--- config.mk ---
export PLATFORM = sky130hd
export DESIGN_NAME = days_until_anniversary_date
export DESIGN_NICKNAME = d
export VERILOG_FILES = /design/src/rtl/core/dua_pkg.sv /design/src/rtl/core/dua_date_chk.sv /design/src/rtl/core/days_until_anniversary_date.sv
export SDC_FILE = /design/constraint.sdc
export NUM_CORES = 1
export LEC_CHECK = 0
export BUFFER_PORTS_ARGS = -buffer_cell sky130_fd_sc_hd__buf_4
export CAP_MARGIN = 0
export CORE_MARGIN = 2
export CORE_UTILIZATION = 28
export CTS_BUF_LIST = sky130_fd_sc_hd__clkbuf_4 sky130_fd_sc_hd__clkbuf_8
export CTS_CLUSTER_DIAMETER = 80
export DETAILED_ROUTE_END_ITERATION = 16
export GPL_TIMING_DRIVEN = 0
export PLACE_DENSITY = 0.44
export REMOVE_ABC_BUFFERS = 1
export SLEW_MARGIN = 30
export SYNTH_ARGS = -nofsm -noshare
export SYNTH_HDL_FRONTEND = slang
export SYNTH_SLANG_ARGS = --single-unit
--- constraint.sdc ---
create_clock -name clk -period 5.5 [get_ports clk]
set_input_delay 0.275 -clock clk [delete_from_list [all_inputs] [get_ports clk]]
set_output_delay 0.275 -clock clk [all_outputs]
set_load 0.01 [all_outputs]
--- src/rtl/core/dua_pkg.sv ---
// ----------------------------------------------------------------------------
// dua_pkg
// Shared widths, calendar tables and helper functions for the
// days-until-anniversary block.
// ----------------------------------------------------------------------------
package dua_pkg;

  localparam int DAY_W  = 5;
  localparam int MON_W  = 4;
  localparam int YEAR_W = 14;
  localparam int ORD_W  = 9;
  localparam int DAYS_W = 22;
  localparam int RES_W  = 9;

  localparam int MAX_YEAR    = 9999;
  localparam int YEAR_CYCLE  = 400;

  localparam logic [MON_W-1:0]  MONTH_JAN = MON_W'(1);
  localparam logic [MON_W-1:0]  MONTH_FEB = MON_W'(2);
  localparam logic [MON_W-1:0]  MONTH_DEC = MON_W'(12);

  localparam logic [ORD_W-1:0]  YEAR_LEN_COMMON = ORD_W'(365);
  localparam logic [ORD_W-1:0]  YEAR_LEN_LEAP   = ORD_W'(366);

  // Residue of a year within the 400-year Gregorian cycle
  localparam logic [RES_W-1:0]  RES_LAST  = RES_W'(YEAR_CYCLE - 1);
  localparam logic [RES_W-1:0]  RES_C100  = RES_W'(100);
  localparam logic [RES_W-1:0]  RES_C200  = RES_W'(200);
  localparam logic [RES_W-1:0]  RES_C300  = RES_W'(300);
  localparam logic [YEAR_W-1:0] CYCLE_Y   = YEAR_W'(YEAR_CYCLE);

  // Per-date check result
  typedef struct packed {
    logic             ok;
    logic [ORD_W-1:0] ord;
  } date_info_t;

  // Leap rule, given the year's residue mod 400
  function automatic logic leap_of_res(input logic [RES_W-1:0] r);
    logic div4;
    div4 = (r[1:0] == 2'b00);
    return (r == '0) || (div4 && (r != RES_C100) && (r != RES_C200) && (r != RES_C300));
  endfunction

  function automatic logic [ORD_W-1:0] year_len(input logic leap);
    return leap ? YEAR_LEN_LEAP : YEAR_LEN_COMMON;
  endfunction

  // Days in month; zero for a month code outside January..December
  function automatic logic [DAY_W-1:0] month_len(input logic [MON_W-1:0] m,
                                                 input logic leap);
    logic [DAY_W-1:0] len;
    unique case (m)
      4'd1, 4'd3, 4'd5, 4'd7, 4'd8, 4'd10, 4'd12: len = DAY_W'(31);
      4'd4, 4'd6, 4'd9, 4'd11:                   len = DAY_W'(30);
      4'd2:                                      len = leap ? DAY_W'(29) : DAY_W'(28);
      default:                                   len = '0;
    endcase
    return len;
  endfunction

  // Days in a common year before the first of month m
  function automatic logic [ORD_W-1:0] days_before(input logic [MON_W-1:0] m);
    logic [ORD_W-1:0] cum;
    unique case (m)
      4'd1:    cum = ORD_W'(0);
      4'd2:    cum = ORD_W'(31);
      4'd3:    cum = ORD_W'(59);
      4'd4:    cum = ORD_W'(90);
      4'd5:    cum = ORD_W'(120);
      4'd6:    cum = ORD_W'(151);
      4'd7:    cum = ORD_W'(181);
      4'd8:    cum = ORD_W'(212);
      4'd9:    cum = ORD_W'(243);
      4'd10:   cum = ORD_W'(273);
      4'd11:   cum = ORD_W'(304);
      4'd12:   cum = ORD_W'(334);
      default: cum = '0;
    endcase
    return cum;
  endfunction

endpackage

--- src/rtl/core/dua_date_chk.sv ---
// ----------------------------------------------------------------------------
// dua_date_chk
// Checks one date against the Gregorian calendar and forms its ordinal
// within the year, given the year's leap flag and range check.
// ----------------------------------------------------------------------------
module dua_date_chk (
  input  logic [dua_pkg::DAY_W-1:0] day,
  input  logic [dua_pkg::MON_W-1:0] month,
  input  logic                      leap,
  input  logic                      year_ok,
  output dua_pkg::date_info_t       info
);

  logic [dua_pkg::DAY_W-1:0] mlen;
  logic                      month_ok;
  logic                      leap_adj;

  // Validate month and day
  assign mlen     = dua_pkg::month_len(month, leap);
  assign month_ok = (month >= dua_pkg::MONTH_JAN) && (month <= dua_pkg::MONTH_DEC);
  assign info.ok  = year_ok && month_ok && (day != '0) && (day <= mlen);

  // Ordinal: days before the month, leap day after February, then the day
  assign leap_adj = leap && (month > dua_pkg::MONTH_FEB);
  assign info.ord = dua_pkg::days_before(month)
                  + dua_pkg::ORD_W'(leap_adj)
                  + dua_pkg::ORD_W'(day);

endmodule

--- src/rtl/core/days_until_anniversary_date.sv ---
// ----------------------------------------------------------------------------
// days_until_anniversary_date
// Checks a current and a target date, reports the current day of year and
// leap flag, and counts the days until the target by walking year lengths.
// ----------------------------------------------------------------------------
// Sequence: reduce the current year and then the target year mod 400, check
//   both dates, then walk the years between them when both dates are valid
//   and the target year is later, and present the result beat.
// Flow: one beat at a time; busy stays high until the result cycle
//   ends. The year walk adds one year per cycle through the shared adder,
//   which also does the mod-400 reductions.
// Reset: synchronous, active low; returns to idle, no result pending.
// The result beat lasts one cycle and cannot be stalled by the receiver.
module days_until_anniversary_date (
  input  logic                        clk,
  input  logic                        rst_n,
  input  logic                        start,
  output logic                        busy,
  input  logic [dua_pkg::DAY_W-1:0]   in_cur_day,
  input  logic [dua_pkg::MON_W-1:0]   in_cur_month,
  input  logic [dua_pkg::YEAR_W-1:0]  in_cur_year,
  input  logic [dua_pkg::DAY_W-1:0]   in_target_day,
  input  logic [dua_pkg::MON_W-1:0]   in_target_month,
  input  logic [dua_pkg::YEAR_W-1:0]  in_target_year,
  output logic                        out_valid,
  output logic                        out_cur_valid,
  output logic                        out_target_valid,
  output logic                        out_cur_leap,
  output logic [dua_pkg::ORD_W-1:0]   out_day_of_year,
  output logic [dua_pkg::DAYS_W-1:0]  out_days_until,
  output logic                        out_is_today,
  output logic                        out_future_year
);

  localparam logic [2:0] S_IDLE = 3'd0;
  localparam logic [2:0] S_MODC = 3'd1;
  localparam logic [2:0] S_MODT = 3'd2;
  localparam logic [2:0] S_CALC = 3'd3;
  localparam logic [2:0] S_WALK = 3'd4;
  localparam logic [2:0] S_DONE = 3'd5;

  localparam logic [dua_pkg::DAYS_W-1:0] NEG_CYCLE = -dua_pkg::DAYS_W'(dua_pkg::YEAR_CYCLE);

  logic [2:0]                   state_r, state_nxt;
  logic [dua_pkg::DAY_W-1:0]    cd_r, td_r;
  logic [dua_pkg::MON_W-1:0]    cm_r, tm_r;
  logic [dua_pkg::YEAR_W-1:0]   cy_r, ty_r;
  logic [dua_pkg::YEAR_W-1:0]   yr_r, yr_nxt;
  logic [dua_pkg::RES_W-1:0]    rc_r, rc_nxt;
  logic [dua_pkg::RES_W-1:0]    rt_r, rt_nxt;
  logic [dua_pkg::RES_W-1:0]    res_r, res_nxt;
  logic [dua_pkg::DAYS_W-1:0]   acc_r, acc_nxt;
  logic                         cv_r, cv_nxt;
  logic                         tv_r, tv_nxt;
  logic [dua_pkg::ORD_W-1:0]    doy_r, doy_nxt;
  logic                         today_r, today_nxt;
  logic                         fut_r, fut_nxt;

  logic                         accept;
  logic                         leap_c, leap_t;
  logic                         cy_ok, ty_ok;
  logic [dua_pkg::ORD_W-1:0]    ylen_c;
  dua_pkg::date_info_t          cur_info, tgt_info, tin_info;
  logic [dua_pkg::DAYS_W-1:0]   sh_a, sh_b, sh_sum;
  logic [dua_pkg::RES_W-1:0]    res_inc;

  assign accept = start && !busy;
  assign busy   = (state_r != S_IDLE);

  // Year range and leap flags from the reduced residues
  assign leap_c = dua_pkg::leap_of_res(rc_r);
  assign leap_t = dua_pkg::leap_of_res(rt_r);
  assign cy_ok  = (cy_r != '0) && (cy_r <= dua_pkg::YEAR_W'(dua_pkg::MAX_YEAR));
  assign ty_ok  = (ty_r != '0) && (ty_r <= dua_pkg::YEAR_W'(dua_pkg::MAX_YEAR));
  assign ylen_c = dua_pkg::year_len(leap_c);

  // Current date, target in its own year, target placed in the current year
  dua_date_chk u_chk_cur (
    .day(cd_r), .month(cm_r), .leap(leap_c), .year_ok(cy_ok), .info(cur_info)
  );
  dua_date_chk u_chk_tgt (
    .day(td_r), .month(tm_r), .leap(leap_t), .year_ok(ty_ok), .info(tgt_info)
  );
  dua_date_chk u_chk_tin (
    .day(td_r), .month(tm_r), .leap(leap_c), .year_ok(1'b1), .info(tin_info)
  );

  // Shared adder: subtracts 400 during reduction, adds year lengths in the walk
  always_comb begin
    if (state_r == S_WALK) begin
      sh_a = acc_r;
      sh_b = dua_pkg::DAYS_W'(dua_pkg::year_len(dua_pkg::leap_of_res(res_r)));
    end else begin
      sh_a = dua_pkg::DAYS_W'(yr_r);
      sh_b = NEG_CYCLE;
    end
  end
  assign sh_sum  = sh_a + sh_b;
  assign res_inc = (res_r == dua_pkg::RES_LAST) ? '0 : res_r + dua_pkg::RES_W'(1);

  // Sequencer
  always_comb begin
    state_nxt = state_r;
    yr_nxt    = yr_r;
    rc_nxt    = rc_r;
    rt_nxt    = rt_r;
    res_nxt   = res_r;
    acc_nxt   = acc_r;
    cv_nxt    = cv_r;
    tv_nxt    = tv_r;
    doy_nxt   = doy_r;
    today_nxt = today_r;
    fut_nxt   = fut_r;
    unique case (state_r)
      S_IDLE: begin
        if (accept) begin
          yr_nxt    = in_cur_year;
          state_nxt = S_MODC;
        end
      end
      // Reduce the current year mod 400
      S_MODC: begin
        if (yr_r >= dua_pkg::CYCLE_Y) begin
          yr_nxt = sh_sum[dua_pkg::YEAR_W-1:0];
        end else begin
          rc_nxt    = yr_r[dua_pkg::RES_W-1:0];
          yr_nxt    = ty_r;
          state_nxt = S_MODT;
        end
      end
      // Reduce the target year mod 400
      S_MODT: begin
        if (yr_r >= dua_pkg::CYCLE_Y) begin
          yr_nxt = sh_sum[dua_pkg::YEAR_W-1:0];
        end else begin
          rt_nxt    = yr_r[dua_pkg::RES_W-1:0];
          state_nxt = S_CALC;
        end
      end
      // Check both dates and seed the count
      S_CALC: begin
        cv_nxt    = cur_info.ok;
        tv_nxt    = tgt_info.ok;
        doy_nxt   = cur_info.ok ? cur_info.ord : '0;
        acc_nxt   = '0;
        today_nxt = 1'b0;
        fut_nxt   = 1'b0;
        state_nxt = S_DONE;
        if (cur_info.ok && tgt_info.ok) begin
          if (ty_r > cy_r) begin
            fut_nxt   = 1'b1;
            acc_nxt   = dua_pkg::DAYS_W'(ylen_c) - dua_pkg::DAYS_W'(cur_info.ord)
                      + dua_pkg::DAYS_W'(tgt_info.ord);
            yr_nxt    = cy_r + dua_pkg::YEAR_W'(1);
            res_nxt   = (rc_r == dua_pkg::RES_LAST) ? '0 : rc_r + dua_pkg::RES_W'(1);
            state_nxt = S_WALK;
          end else if (tin_info.ord >= cur_info.ord) begin
            acc_nxt   = dua_pkg::DAYS_W'(tin_info.ord - cur_info.ord);
            today_nxt = (tin_info.ord == cur_info.ord);
          end else begin
            acc_nxt   = dua_pkg::DAYS_W'(ylen_c - (cur_info.ord - tin_info.ord));
          end
        end
      end
      // Add one whole year between the two dates per cycle
      S_WALK: begin
        if (yr_r == ty_r) begin
          state_nxt = S_DONE;
        end else begin
          acc_nxt = sh_sum;
          yr_nxt  = yr_r + dua_pkg::YEAR_W'(1);
          res_nxt = res_inc;
        end
      end
      S_DONE: begin
        state_nxt = S_IDLE;
      end
      default: begin
        state_nxt = S_IDLE;
      end
    endcase
  end

  // Control state
  always_ff @(posedge clk) begin
    if (!rst_n) begin
      state_r <= S_IDLE;
    end else begin
      state_r <= state_nxt;
    end
  end

  // Hold the accepted beat and the working values
  always_ff @(posedge clk) begin
    if (accept) begin
      cd_r <= in_cur_day;
      cm_r <= in_cur_month;
      cy_r <= in_cur_year;
      td_r <= in_target_day;
      tm_r <= in_target_month;
      ty_r <= in_target_year;
    end
    yr_r    <= yr_nxt;
    rc_r    <= rc_nxt;
    rt_r    <= rt_nxt;
    res_r   <= res_nxt;
    acc_r   <= acc_nxt;
    cv_r    <= cv_nxt;
    tv_r    <= tv_nxt;
    doy_r   <= doy_nxt;
    today_r <= today_nxt;
    fut_r   <= fut_nxt;
  end

  // Result beat
  assign out_valid        = (state_r == S_DONE);
  assign out_cur_valid    = cv_r;
  assign out_target_valid = tv_r;
  assign out_cur_leap     = leap_c;
  assign out_day_of_year  = doy_r;
  assign out_days_until   = acc_r;
  assign out_is_today     = today_r;
  assign out_future_year  = fut_r;

`ifndef SYNTHESIS
  a_strobe_single: assert property (@(posedge clk) disable iff (!rst_n)
    out_valid |=> !out_valid) else $error("result strobe lasted more than one cycle");

  a_accept_busy: assert property (@(posedge clk) disable iff (!rst_n)
    (start && !busy) |=> (busy && !out_valid)) else $error("accepted beat did not raise busy");

  a_today_zero: assert property (@(posedge clk) disable iff (!rst_n)
    (out_valid && out_is_today) |-> (out_days_until == '0))
    else $error("today flag with nonzero count");

  a_future_valid: assert property (@(posedge clk) disable iff (!rst_n)
    (out_valid && (out_future_year || out_is_today)) |-> (out_cur_valid && out_target_valid))
    else $error("future or today flag with an invalid date");

  a_walk_bound: assert property (@(posedge clk) disable iff (!rst_n)
    (state_r == S_WALK) |-> (yr_r <= ty_r)) else $error("year walk passed the target year");

  a_doy_invalid: assert property (@(posedge clk) disable iff (!rst_n)
    (out_valid && !out_cur_valid) |-> (out_day_of_year == '0 && out_days_until == '0))
    else $error("invalid current date with nonzero ordinal or count");
`endif

endmodule

Word-level counts from Yosys, hierarchy flattened. Memory sizes are Yosys's and may differ from the RTL's. A register that Yosys moved wholly into a read port is not among the register bits. Index checks and enable logic that the tools add are counted.

Equal/unequal tests: 50. $add $sub $neg: 16. Order comparisons: 13. Multiplexer cells: 37. Reductions and logical operators: 53. Bitwise logic cells: 3.

Operator list (number): $mux W22 (6); $mux W14 (6); $pmux W14 S5 (1); $mux W9 (5); $pmux W22 S2 (1); $eq A4 B4 Y1 const B (10); $eq A4 B3 Y1 const B (8); $pmux W5 S3 (2); $sub A9 B9 Y10 (3); $add A14 B1 Y14 const B (2); $le A14 B14 Y1 const B (2); $reduce_bool A14 Y1 (2); $add A9 B1 Y9 (3); $add A9 B5 Y9 (3); $logic_not A9 Y1 (3); $ne A9 B7 Y1 const B (3); $ne A9 B8 Y1 const B (3); $ne A9 B9 Y1 const B (3); $logic_and A1 B1 Y1 (24); $add A22 B22 Y22 (1); $add A9 B1 Y9 const B (2); $eq A9 B9 Y1 const B (2); $pmux W9 S2 (1); $eq A4 B2 Y1 const B (4); other kinds (36) (72).

Logic and storage cells: 192. Memory bits (read-only): 432. Input bits: 49. Memories: 3. Bits in registers: 125. Output and inout port bits: 38.

Memory list: (name not given) (depth 16, bits a word 9, read ports 1, clocked after memory_dff 1, write ports 0, line dua_pkg.sv:65) `unique case (m)`; (name not given) (depth 16, bits a word 9, read ports 1, clocked after memory_dff 1, write ports 0, line dua_pkg.sv:65); (name not given) (depth 16, bits a word 9, read ports 1, clocked after memory_dff 1, write ports 0, line dua_pkg.sv:65).

Depth between registers and ports, before layout. Gate-level depths: netlist of the first run.

Depth in word-level cells: 14. Mapped depth: 26. Depth with buffers taken out: 23.

Hierarchy. Synthesis of the first run repeated with hierarchy kept, for this count alone.

Cells, all modules: 1228. Area total of the unflattened synthesis: 11379.7 um2.

By module, submodules not included: days_until_anniversary_date (times used 1, cells each 915, sequential area each 3723.6 um2, area each 8916.1 um2); dua_date_chk at u_chk_cur ... (times used 2, cells each 105, sequential area each 0.0 um2, area each 822.0 um2); dua_date_chk at u_chk_tin (times used 1, cells each 103, sequential area each 0.0 um2, area each 819.5 um2).

Least setup slack after synthesis of the first run. No wires, ideal clock.

Path type: register -> register. Start: register rc_r[4] (netlist name). End: register acc_r, in the netlist out_days_until[19] (data pin). Cell stages (with the launch flop): 23. Arrival time: 5.274 ns. Clock period less this slack: 5.418 ns. Library setup time: 0.144 ns. Slack: 0.082 ns. Buffers on the path: 1. Cells stage by stage: edfxtp_1 -> nor3b_1 -> nand2_1 -> mux2_2 -> o22ai_1 -> a31o_2 -> nor2_1 -> fa_1 -> fa_1 -> inv_1 -> ha_1 -> a211o_1 -> o32ai_2 -> xnor2_1 -> ha_1 -> or2_2 -> o311a_1 -> o21a_1 -> o21ai_0 -> a31oi_1 -> a311o_2 -> buf_6 -> o21ai_1.

RTL lines: start, declared (line days_until_anniversary_date.sv:49) `logic [dua_pkg::RES_W-1:0] rc_r, rc_nxt;`; start signal, assigned (line days_until_anniversary_date.sv:204) `rc_r <= rc_nxt;`; end signal, assigned (line days_until_anniversary_date.sv:207) `acc_r <= acc_nxt;`; end, declared (line days_until_anniversary_date.sv:52) `logic [dua_pkg::DAYS_W-1:0] acc_r, acc_nxt;`.

==> results of run 1 <==
[worst max-delay path by stage]
stage	slack (ns)	end	depth (start not counted)
after floorplan	0.07	out_days_until[10]	21
after global placement	-1.35	yr_r[13]	12
after detailed placement	-0.88	out_days_until[21]	21
after CTS	0.0001	out_days_until[21]	24
after global routing	-0.1	out_days_until[17]	20
final	0.12	out_days_until[15]	21
[metal layers]
metal / wire length (um) / global-route usage
met4: 769 / 0.0574
met3: 1240 / 0.0264
met5: 0 / 0
met2: 17100 / 0.294
met1: 15200 / 0.211
[final cells by class]
| type | count | share of cell area |
|---|---|---|
| Clock buffer | 20 | 0.0191 |
| Timing Repair Buffer | 170 | 0.106 |
| Tap cell | 525 | 0.0477 |
| Clock inverter | 12 | 0.0135 |
| Sequential cell | 143 | 0.297 |
| Multi-Input combinational cell | 897 | 0.494 |
| Inverter | 83 | 0.0228 |
[power groups by stage]
stage | sequential (uW) | combinational [uW] | clock, uW
2_1_floorplan | 1370 | 1840 | 0
3_3_place_gp | 1420 | 2420 | 0
3_5_place_dp | 1420 | 2450 | 0
4_1_cts | 1390 | 2680 | 998
5_1_grt | 1400 | 3210 | 1040
6_report | 1390 | 2890 | 966
[cells in the mapped netlist (16+ instances only)]
cell      count
o21ai_0      55
xor2_1       54
nor2b_1      17
o22ai_1      17
dfxtp_1      21
nor3_1       16
xnor2_1      69
clkbuf_1     27
ha_1         86
a21oi_1      73
nand3_1      41
edfxtp_1    122
o211ai_1     17
nand2_1      98
nor2_1       73
inv_1        82
[logic make-up (layout without fill, tap and decap cells)]
kind of cell / Yosys count / in the layout / synth area share
and+or+nand+nor: 350 / 350 / 0.160
muxes: 17 / 17 / 0.0155
buffers and inverters: 134 / 285 / 0.0554
DFF: 143 / 143 / 0.366
AOI/OAI and AO/OA: 308 / 309 / 0.188
xor gates and xnor gates: 123 / 123 / 0.0966
adders and majority gates: 98 / 98 / 0.118
[metrics by stage]
step,util,total power [uW],worst slack (ns)
2_1_floorplan,-,3210,0.0702
3_3_place_gp,0.307,3840,-1.35
3_5_place_dp,0.311,3870,-0.884
4_1_cts,0.341,5060,0.000127
5_1_grt,0.348,5650,-0.0983
6_report,0.348,5250,0.117
[worst reg2reg max path: cells and delay by family, from the launching register on]
kind	cells	cell delay (ns)
AO/OA/AOI/OAI	10	2.25
XOR/XNOR	1	0.13
adder cells (fa/ha/maj)	4	1.47
buffers and inverters	1	0.06
flip-flops	1	0.43
multiplexers	1	0.30
AND/OR/NAND/NOR	4	0.61
[timing repair]
action                                 CTS  global route
hold buffers                            47             0
cloned                                   1             0
endpoints found under the hold margin   47             0
setup endpoints to repair               22            22
buffers inserted                        15            14
resized for setup                       37            34
pin swaps                               19            18
==> run metrics, run 1 <==
row count 73; setup violators final 0; final std cells w/o fill 1850; clock share of power 0.184; worst r2r path cells 21; PwrDens 381 nW/um^2; RSZ-0062 raised after global routing true; All-Layer GR Usage 0.169; DIE AREA 41400 sq um; Hold Fails Final Rpt 0; Flop pwr share 0.265; Slew HR 0.347; async set-reset flop share out of synthesis 0; routed len/inst 18.5 um; post-synthesis sequential area ratio 0.366; Leak Pwr 0.00538 uW; synthesized cell area 11100 sq um; share of post-route cells with drive strength above 1 0.187; die width between 200 and 250 um; commonest non-fill, non-tap cell in the layout edfxtp_1; Area growth, synth to finish 23.5%; CP endpoint kind flop; dpl hpwl 25700 um; total length of routed wires roughly 34000 um; CP top delay family compound AO/OA/AOI/OAI gates; combinational share of power 0.551; Worst Max-Slew Pin Slew between 0.9 and 1 ns; # Max-Cap Violations 0; Post-Synthesis Cells 1173; TritonRoute pass-1 iters 5; Critical R2R Capture out_days_until[15]; vias in the first global route 9324; minimum clock period 5.38 ns; Slew Viols, Final 0; post-route ant nets 0; n_diodes 0; Multi-input gate area 6810 sq um; top_reg_cell synth edfxtp_1; fmax approximately 190 MHz; Num CTS Buffers 17; via count 9315; Fill cells roughly 4000; CP max-delay cell fa_2; Setup Skew 0.0234 ns; RD Place Congestion 0.822; Synth top area share 0.329; Remaining DRCs 0; global route total overflow 0; Buf/Inv on CP 1; status finished, final reports clean; Design Area, Final about 14000 sq um; Critical Path AT 5.73 ns; drt first-iter violations 566; dpl cell area 12300 sq um; Layout Nets 1459; Sw Ratio 0.411; crit path from rc_r[5]; period utilization 0.979; VDD IR max about 0.20 mV; Critical Path Max Stage Delay roughly 0.58 ns; Synth cell types 90; worst hold path type input pin to flop; worst skew pair latency 0.49 ns; crit-path max FO 6; clock sinks 143; Worst Hold End cy_r[9]; CTS tree done; commonest non-fill, non-tap cells in the layout edfxtp_1 (122), buf_4 (114), nand2_1 (96); htree depth 4; Synth warnings 0; CP startpoint kind flop; largest net degree at the start of global routing 43; initial antenna violation count 0; Cells after DPL 1741; setup_tns 0 ns; via/cell ratio a little over 5; first-pass GRT wire length about 53000 um; worst reg-to-reg setup slack between 0.1 and 0.15 ns; core area 39500 sq um; Sw Pwr 2160 uW; Clock Tree Buf Depth 2; WHS 0.357 ns; Port-buffer cells 86; Yosys top cell by area edfxtp_1; clk root buf clkbuf_8; R2R Path Start rc_r[5]; FF+latch count, synth 143; worst path cell trace nor3b_2 > nand2_1 > mux2_4 > o22ai_4 > a31o_4 > nor2_4 > fa_2 > fa_2 > inv_4 > ha_4 > a211o_1 > o32ai_4 > xnor2_1 > ha_1 > or2_4 > o311a_1 > o21a_1 > o21ai_2 > a31oi_4 > a311o_2 > o21ai_2; Hold Crit Depth 2; Starting Density 0.282; I/O pin count 87; Area contributors post-synth edfxtp_1 (33%), ha_1 (9.7%), xnor2_1 (5.4%), xor2_1 (4.2%), dfxtp_1 (3.8%); register area between 4000 and 5000 sq um; critical path class flop to flop; Avg Inst Size Synth roughly 9.5 sq um; hold_sp start; CP required 5.84 ns; die height approximately 200 um; Worst-path clk slew 0.10 ns; internal power ~3000 uW; number of flops mapped to enable cells by yosys 122
No activity file was read; power rests on OpenSTA's default activity.
==> run 2: changes to the inputs <==
--- a/config.mk
+++ b/config.mk
@@ -18,4 +18,5 @@
 export SLEW_MARGIN = 30
 export SYNTH_ARGS = -nofsm -noshare
 export SYNTH_HDL_FRONTEND = slang
+export SYNTH_HIERARCHICAL = 1
 export SYNTH_SLANG_ARGS = --single-unit
==> run 2 against run 1 <==
Combinational power up 130%. Die area about the same. First-iteration DRC count up 11%. Clock-buffer cell count down 3. Non-clock buffer count down 6. Global-route usage down 0.20 points.
==> run metrics, run 2 <==
Avg Inst Size Synth 9.31 sq um; minimum clock period approximately 5.2 ns; initial antenna violation count 0; clk root buf clkbuf_8; Worst-path clk slew 0.08 ns; Post-Synthesis Cells 1199; commonest non-fill, non-tap cell in the layout edfxtp_1; n_diodes 0; fmax just under 200 MHz; status finished, final reports clean; total power roughly 9600 uW; DIE AREA between 40000 and 50000 sq um; # Max-Cap Violations 0; Setup Skew about 0.0087 ns; worst hold path type input pin to flop; crit-path max FO 9; Synth warnings 6; CP endpoint kind flop; RD Place Congestion around 0.8; first-pass GRT wire length 53000 um; Worst Max-Slew Pin Slew 0.913 ns; Clock Tree Buf Depth 2; Leak Pwr 0.00537 uW; Multi-input gate area 6990 sq um; Critical Path AT 5.42 ns; period utilization 0.942; htree depth 4; Cells after DPL approximately 1800; CTS tree done; VDD IR max 0.415 mV; CP startpoint kind flop; Fill cells about 4100; Area growth, synth to finish 22.1%; setup_tns 0 ns; drt first-iter violations 627; core area between 30000 and 40000 sq um; Largest register FFs 22; via/cell ratio 4.97; clock sinks roughly 130; final std cells w/o fill 1870; vias in the first global route 9157; setup violators final 0; critical path class flop to flop; via count 9287; worst reg-to-reg setup slack 0.32 ns; CP max-delay cell edfxtp_1; All-Layer GR Usage 0.167; worst path cell trace nand2_1 > o21ai_0 > nand2_1 > o311a_4 > o21ai_1 > fa_2 > fa_2 > nor2b_1 > o21ai_0 > a21oi_2 > inv_1 > ha_2 > nand4_1 > or3_1 > nor2b_1 > nand2_2 > mux2_2 > nor2_1 > a21oi_1 > a22o_1; Slew HR 0.388; CP required 5.74 ns; largest net degree at the start of global routing 42; routed len/inst 18.3 um; Port-buffer cells 86; global route total overflow 0; commonest non-fill, non-tap cells in the layout edfxtp_1 (122), buf_4 (106), ha_1 (103); Slew Viols, Final 0; Critical Path Max Stage Delay a little under 0.5 ns; PwrDens 701 nW/um^2; Starting Density 0.282; share of post-route cells with drive strength above 1 0.162; Num CTS Buffers 17; dpl hpwl 25700 um; Layout Nets ~1500; Remaining DRCs 0; register area approximately 3700 sq um; TritonRoute pass-1 iters 5; worst skew pair latency 0.48 ns; die width just over 200 um; Hold Fails Final Rpt 0; total length of routed wires 34200 um; I/O pin count 87; die height 204 um; Final Core Density 0.345; row count 73; post-route ant nets 0; synthesized cell area 11200 sq um; WHS 0.0607 ns
run 2: per-stage QoR:
stage	instance area [sq um]	worst slack, ns
finish	13600	0.318
global route	13600	-0.00538
CTS	13500	0.0429
detailed placement	12400	-1.17
global placement	12200	-1.29
floorplan	10900	0.379
run 2: worst paths after layout:
path	cells after the start	endpoint	startpoint
max	20	out_days_until[1]	rc_r[6]
min	2	state_r[1]	rst_n
max reg2reg	20	out_days_until[1]	rc_r[6]
min reg2reg	1	res_r[0]	res_r[0]
run 2: power by group:
group	total [uW]	switching, uW	internal, uW	leakage, uW
combinational	6700	3850	2860	0.00397
sequential	1860	431	1430	0.00117
clock	994	447	547	0.000221
run 2: worst max-delay path, delay by kind of cell, from the launching register on:
family	cells	cell delay (ns)
AO/OA/AOI/OAI	7	1.23
AND/OR/NAND/NOR	8	1.44
adder cells (fa/ha/maj)	3	1.28
flip-flops	1	0.49
buffers and inverters	1	0.15
multiplexers	1	0.35
run 2: metal layers:
metal  GRT usage  vias to the layer above  share of wire
li1            -                     4641              -
met1       0.213                     4460           0.45
met2       0.295                      160           0.50
met3      0.0208                       26          0.030
met4      0.0461                        0          0.016
met5           0                        -              0
run 2: repair_timing:
item                                   CTS  global route
resized for setup                       12            18
pin swaps                                1             7
setup endpoints to repair               22            22
setup buffers                            8            12
hold buffers                            46             0
endpoints found under the hold margin   46             0
run 2: layout make-up:
cell class / count / share of cell area
well taps: 525 / 0.0482
repair buffers: 164 / 0.103
flip-flops and latches: 125 / 0.273
multi-input cells: 924 / 0.513
clock buffers: 17 / 0.0172
clock inverters: 15 / 0.0173
inverters: 100 / 0.0275
==> run 3: changes to the inputs <==
--- a/config.mk
+++ b/config.mk
@@ -9,7 +9,6 @@
 export CAP_MARGIN = 0
 export CORE_MARGIN = 2
 export CORE_UTILIZATION = 28
-export CTS_BUF_LIST = sky130_fd_sc_hd__clkbuf_4 sky130_fd_sc_hd__clkbuf_8
 export CTS_CLUSTER_DIAMETER = 80
 export DETAILED_ROUTE_END_ITERATION = 16
 export GPL_TIMING_DRIVEN = 0
==> run 3 against run 2 <==
Combinational power is essentially flat. Non-clock buffer count fell by 15. Critical path depth is 2 higher. Register-to-register slack got worse by 0.02 ns. Highest routed layer unchanged. Sequential share of layout area shrank 0.11 points. Design area is 0.40% higher. Utilization increased by 0.14 points. Sequential power is essentially flat. Fmax shrank 0.31%. Clock skew decreased by 0.0024 ns. Setup slack lost 0.016 ns.
==> run metrics, run 3 (synthesized netlist as in run 2, its figures left out) <==
RD Place Congestion 0.802; routed len/inst 18.5 um; crit path to out_days_until[12]; Largest register FFs 22; clock share of power 0.132; commonest non-fill, non-tap cell in the layout edfxtp_1; core area 39500 sq um; CP startpoint kind flop; post-route ant nets 0; htree depth 4; CTS tree done; Critical R2R Capture out_days_until[12]; Worst-path clk slew 0.06 ns; internal power 5090 uW; Sw Pwr about 4800 uW; Clock Tree Buf Depth 2; Cells after DPL 1772; TritonRoute pass-1 iters 7; period utilization 0.945; PwrDens 721 nW/um^2; Port-buffer cells 86; Leak Pwr about 0.0054 uW; VDD IR max 0.418 mV; setup violators final 0; via count 9269; crit path from rc_r[6]; vias in the first global route 9098; Slew Viols, Final 0; drt first-iter violations 564; die height around 200 um; largest net degree at the start of global routing between 40 and 50; Worst Slack Setup Final 0.302 ns; row count 73; Sw Ratio 0.484; Layout Nets around 1500; Post-Place Setup Slack -1.17 ns; initial antenna violation count 0; CP endpoint kind flop; Area growth, synth to finish 22.6%; combinational share of power 0.679; Fill cells 4073; worst reg-to-reg setup slack slightly above 0.3 ns; Setup Skew 0.00632 ns; setup_tns 0 ns; Hold Fails Final Rpt 0; DIE AREA 41500 sq um; status finished, final reports clean; crit-path max FO 12; final std cells w/o fill 1855; via/cell ratio 5.00; worst hold path type input pin to flop; Critical Path AT 5.37 ns; minimum clock period 5.20 ns; critical path class flop to flop; RSZ-0062 raised after global routing false; Flop pwr share 0.189; Num CTS Buffers 17; Slew HR 0.383; All-Layer GR Usage 0.167; clk root buf clkbuf_16; Remaining DRCs 0; dpl hpwl 25700 um; fmax 192 MHz; n_diodes 0; die width 204 um; clock sinks 125; Starting Density 0.282; first-pass GRT wire length 53000 um; Worst Max-Slew Pin Slew 0.920 ns; CP required 5.68 ns; worst r2r path cells 22; I/O pin count 87; share of post-route cells with drive strength above 1 0.162; R2R Path Start rc_r[6]; worst skew pair latency approximately 0.44 ns; commonest non-fill, non-tap cells in the layout edfxtp_1 (122), buf_4 (105), ha_1 (103); total length of routed wires 34200 um; global route total overflow 0; total power ~9900 uW; # Max-Cap Violations 0
run 3: cell types whose count changed in the layout (fill, tap and decap cells not counted), sizes merged:
cell         previous run  this run
buf                   118       117
dlygate4sd3            46        32
run 3: stage by stage:
stage                     utilization  area, sq um  hold WS [ns]
after CTS                       0.342        13500       0.00374
after global routing            0.346        13700        0.0153
after global placement          0.309        12200         0.453
after floorplan                     -        10900         0.374
after detailed placement        0.314        12400         0.454
final                           0.346        13700        0.0269
run 3: worst min path at each step:
| stage | slack, ns | cells past startpoint | startpoint | to |
|---|---|---|---|---|
| 6_report | 0.03 | 1 | in_cur_year[0] | cy_r[0] |
| 3_5_place_dp | 0.45 | 1 | in_cur_month[0] | cm_r[0] |
| 3_3_place_gp | 0.45 | 1 | in_cur_month[3] | cm_r[3] |
| 2_1_floorplan | 0.37 | 0 | in_cur_day[0] | cd_r[0] |
| 4_1_cts | 0.004 | 1 | in_cur_year[0] | cy_r[0] |
| 5_1_grt | 0.02 | 1 | in_cur_year[9] | cy_r[9] |
run 3: timing repair:
action                                  4_1_cts  5_1_grt
hold buffers                                 32        0
pin swaps                                     1        7
setup buffers                                 8       11
endpoints found under the hold margin        32        0
endpoints found under the setup margin       22       22
resized for setup                            12       18
run 3: power by group through the flow:
stage / Combinational, uW / Sequential (uW) / Clock (uW)
after global placement: 6220 / 1940 / 0
final: 6700 / 1860 / 1300
after CTS: 6470 / 1880 / 1330
after global routing: 7490 / 1900 / 1360
after detailed placement: 6290 / 1920 / 0
after floorplan: 4740 / 1740 / 0
run 3: area by class of cell:
type | count | area, sq um | share of cell area
multi-input combinational | 924 | 7010 | 0.512
sequential | 125 | 3720 | 0.272
timing repair buffer | 149 | 1260 | 0.0922
tap | 525 | 657 | 0.0480
clock buffer | 17 | 425 | 0.0311
inverter | 100 | 375 | 0.0274
clock inverter | 15 | 235 | 0.0172
run 3: per-layer routing:
metal  track usage  wire (um)  vias up
met3        0.0198        999       23
met2         0.294      17200      168
met4        0.0503        528        0
li1              -          -     4611
met1         0.213      15500     4467
met5             0          0        -
run 3: critical path: stages, from the launching register on:
cell	delay (ns)
edfxtp_1	0.49
nand2_1	0.16
o21ai_0	0.08
nand2_1	0.10
o311a_4	0.25
o21ai_1	0.12
fa_2	0.46
fa_2	0.38
nor2b_1	0.15
o31a_1	0.22
o21ai_2	0.11
xor2_2	0.27
inv_2	0.13
ha_4	0.34
buf_4	0.14
nor2b_1	0.04
a221oi_1	0.39
o311ai_2	0.24
a21bo_2	0.25
o22ai_2	0.08
nand4b_1	0.13
and3_4	0.29
o21ai_0	0.11
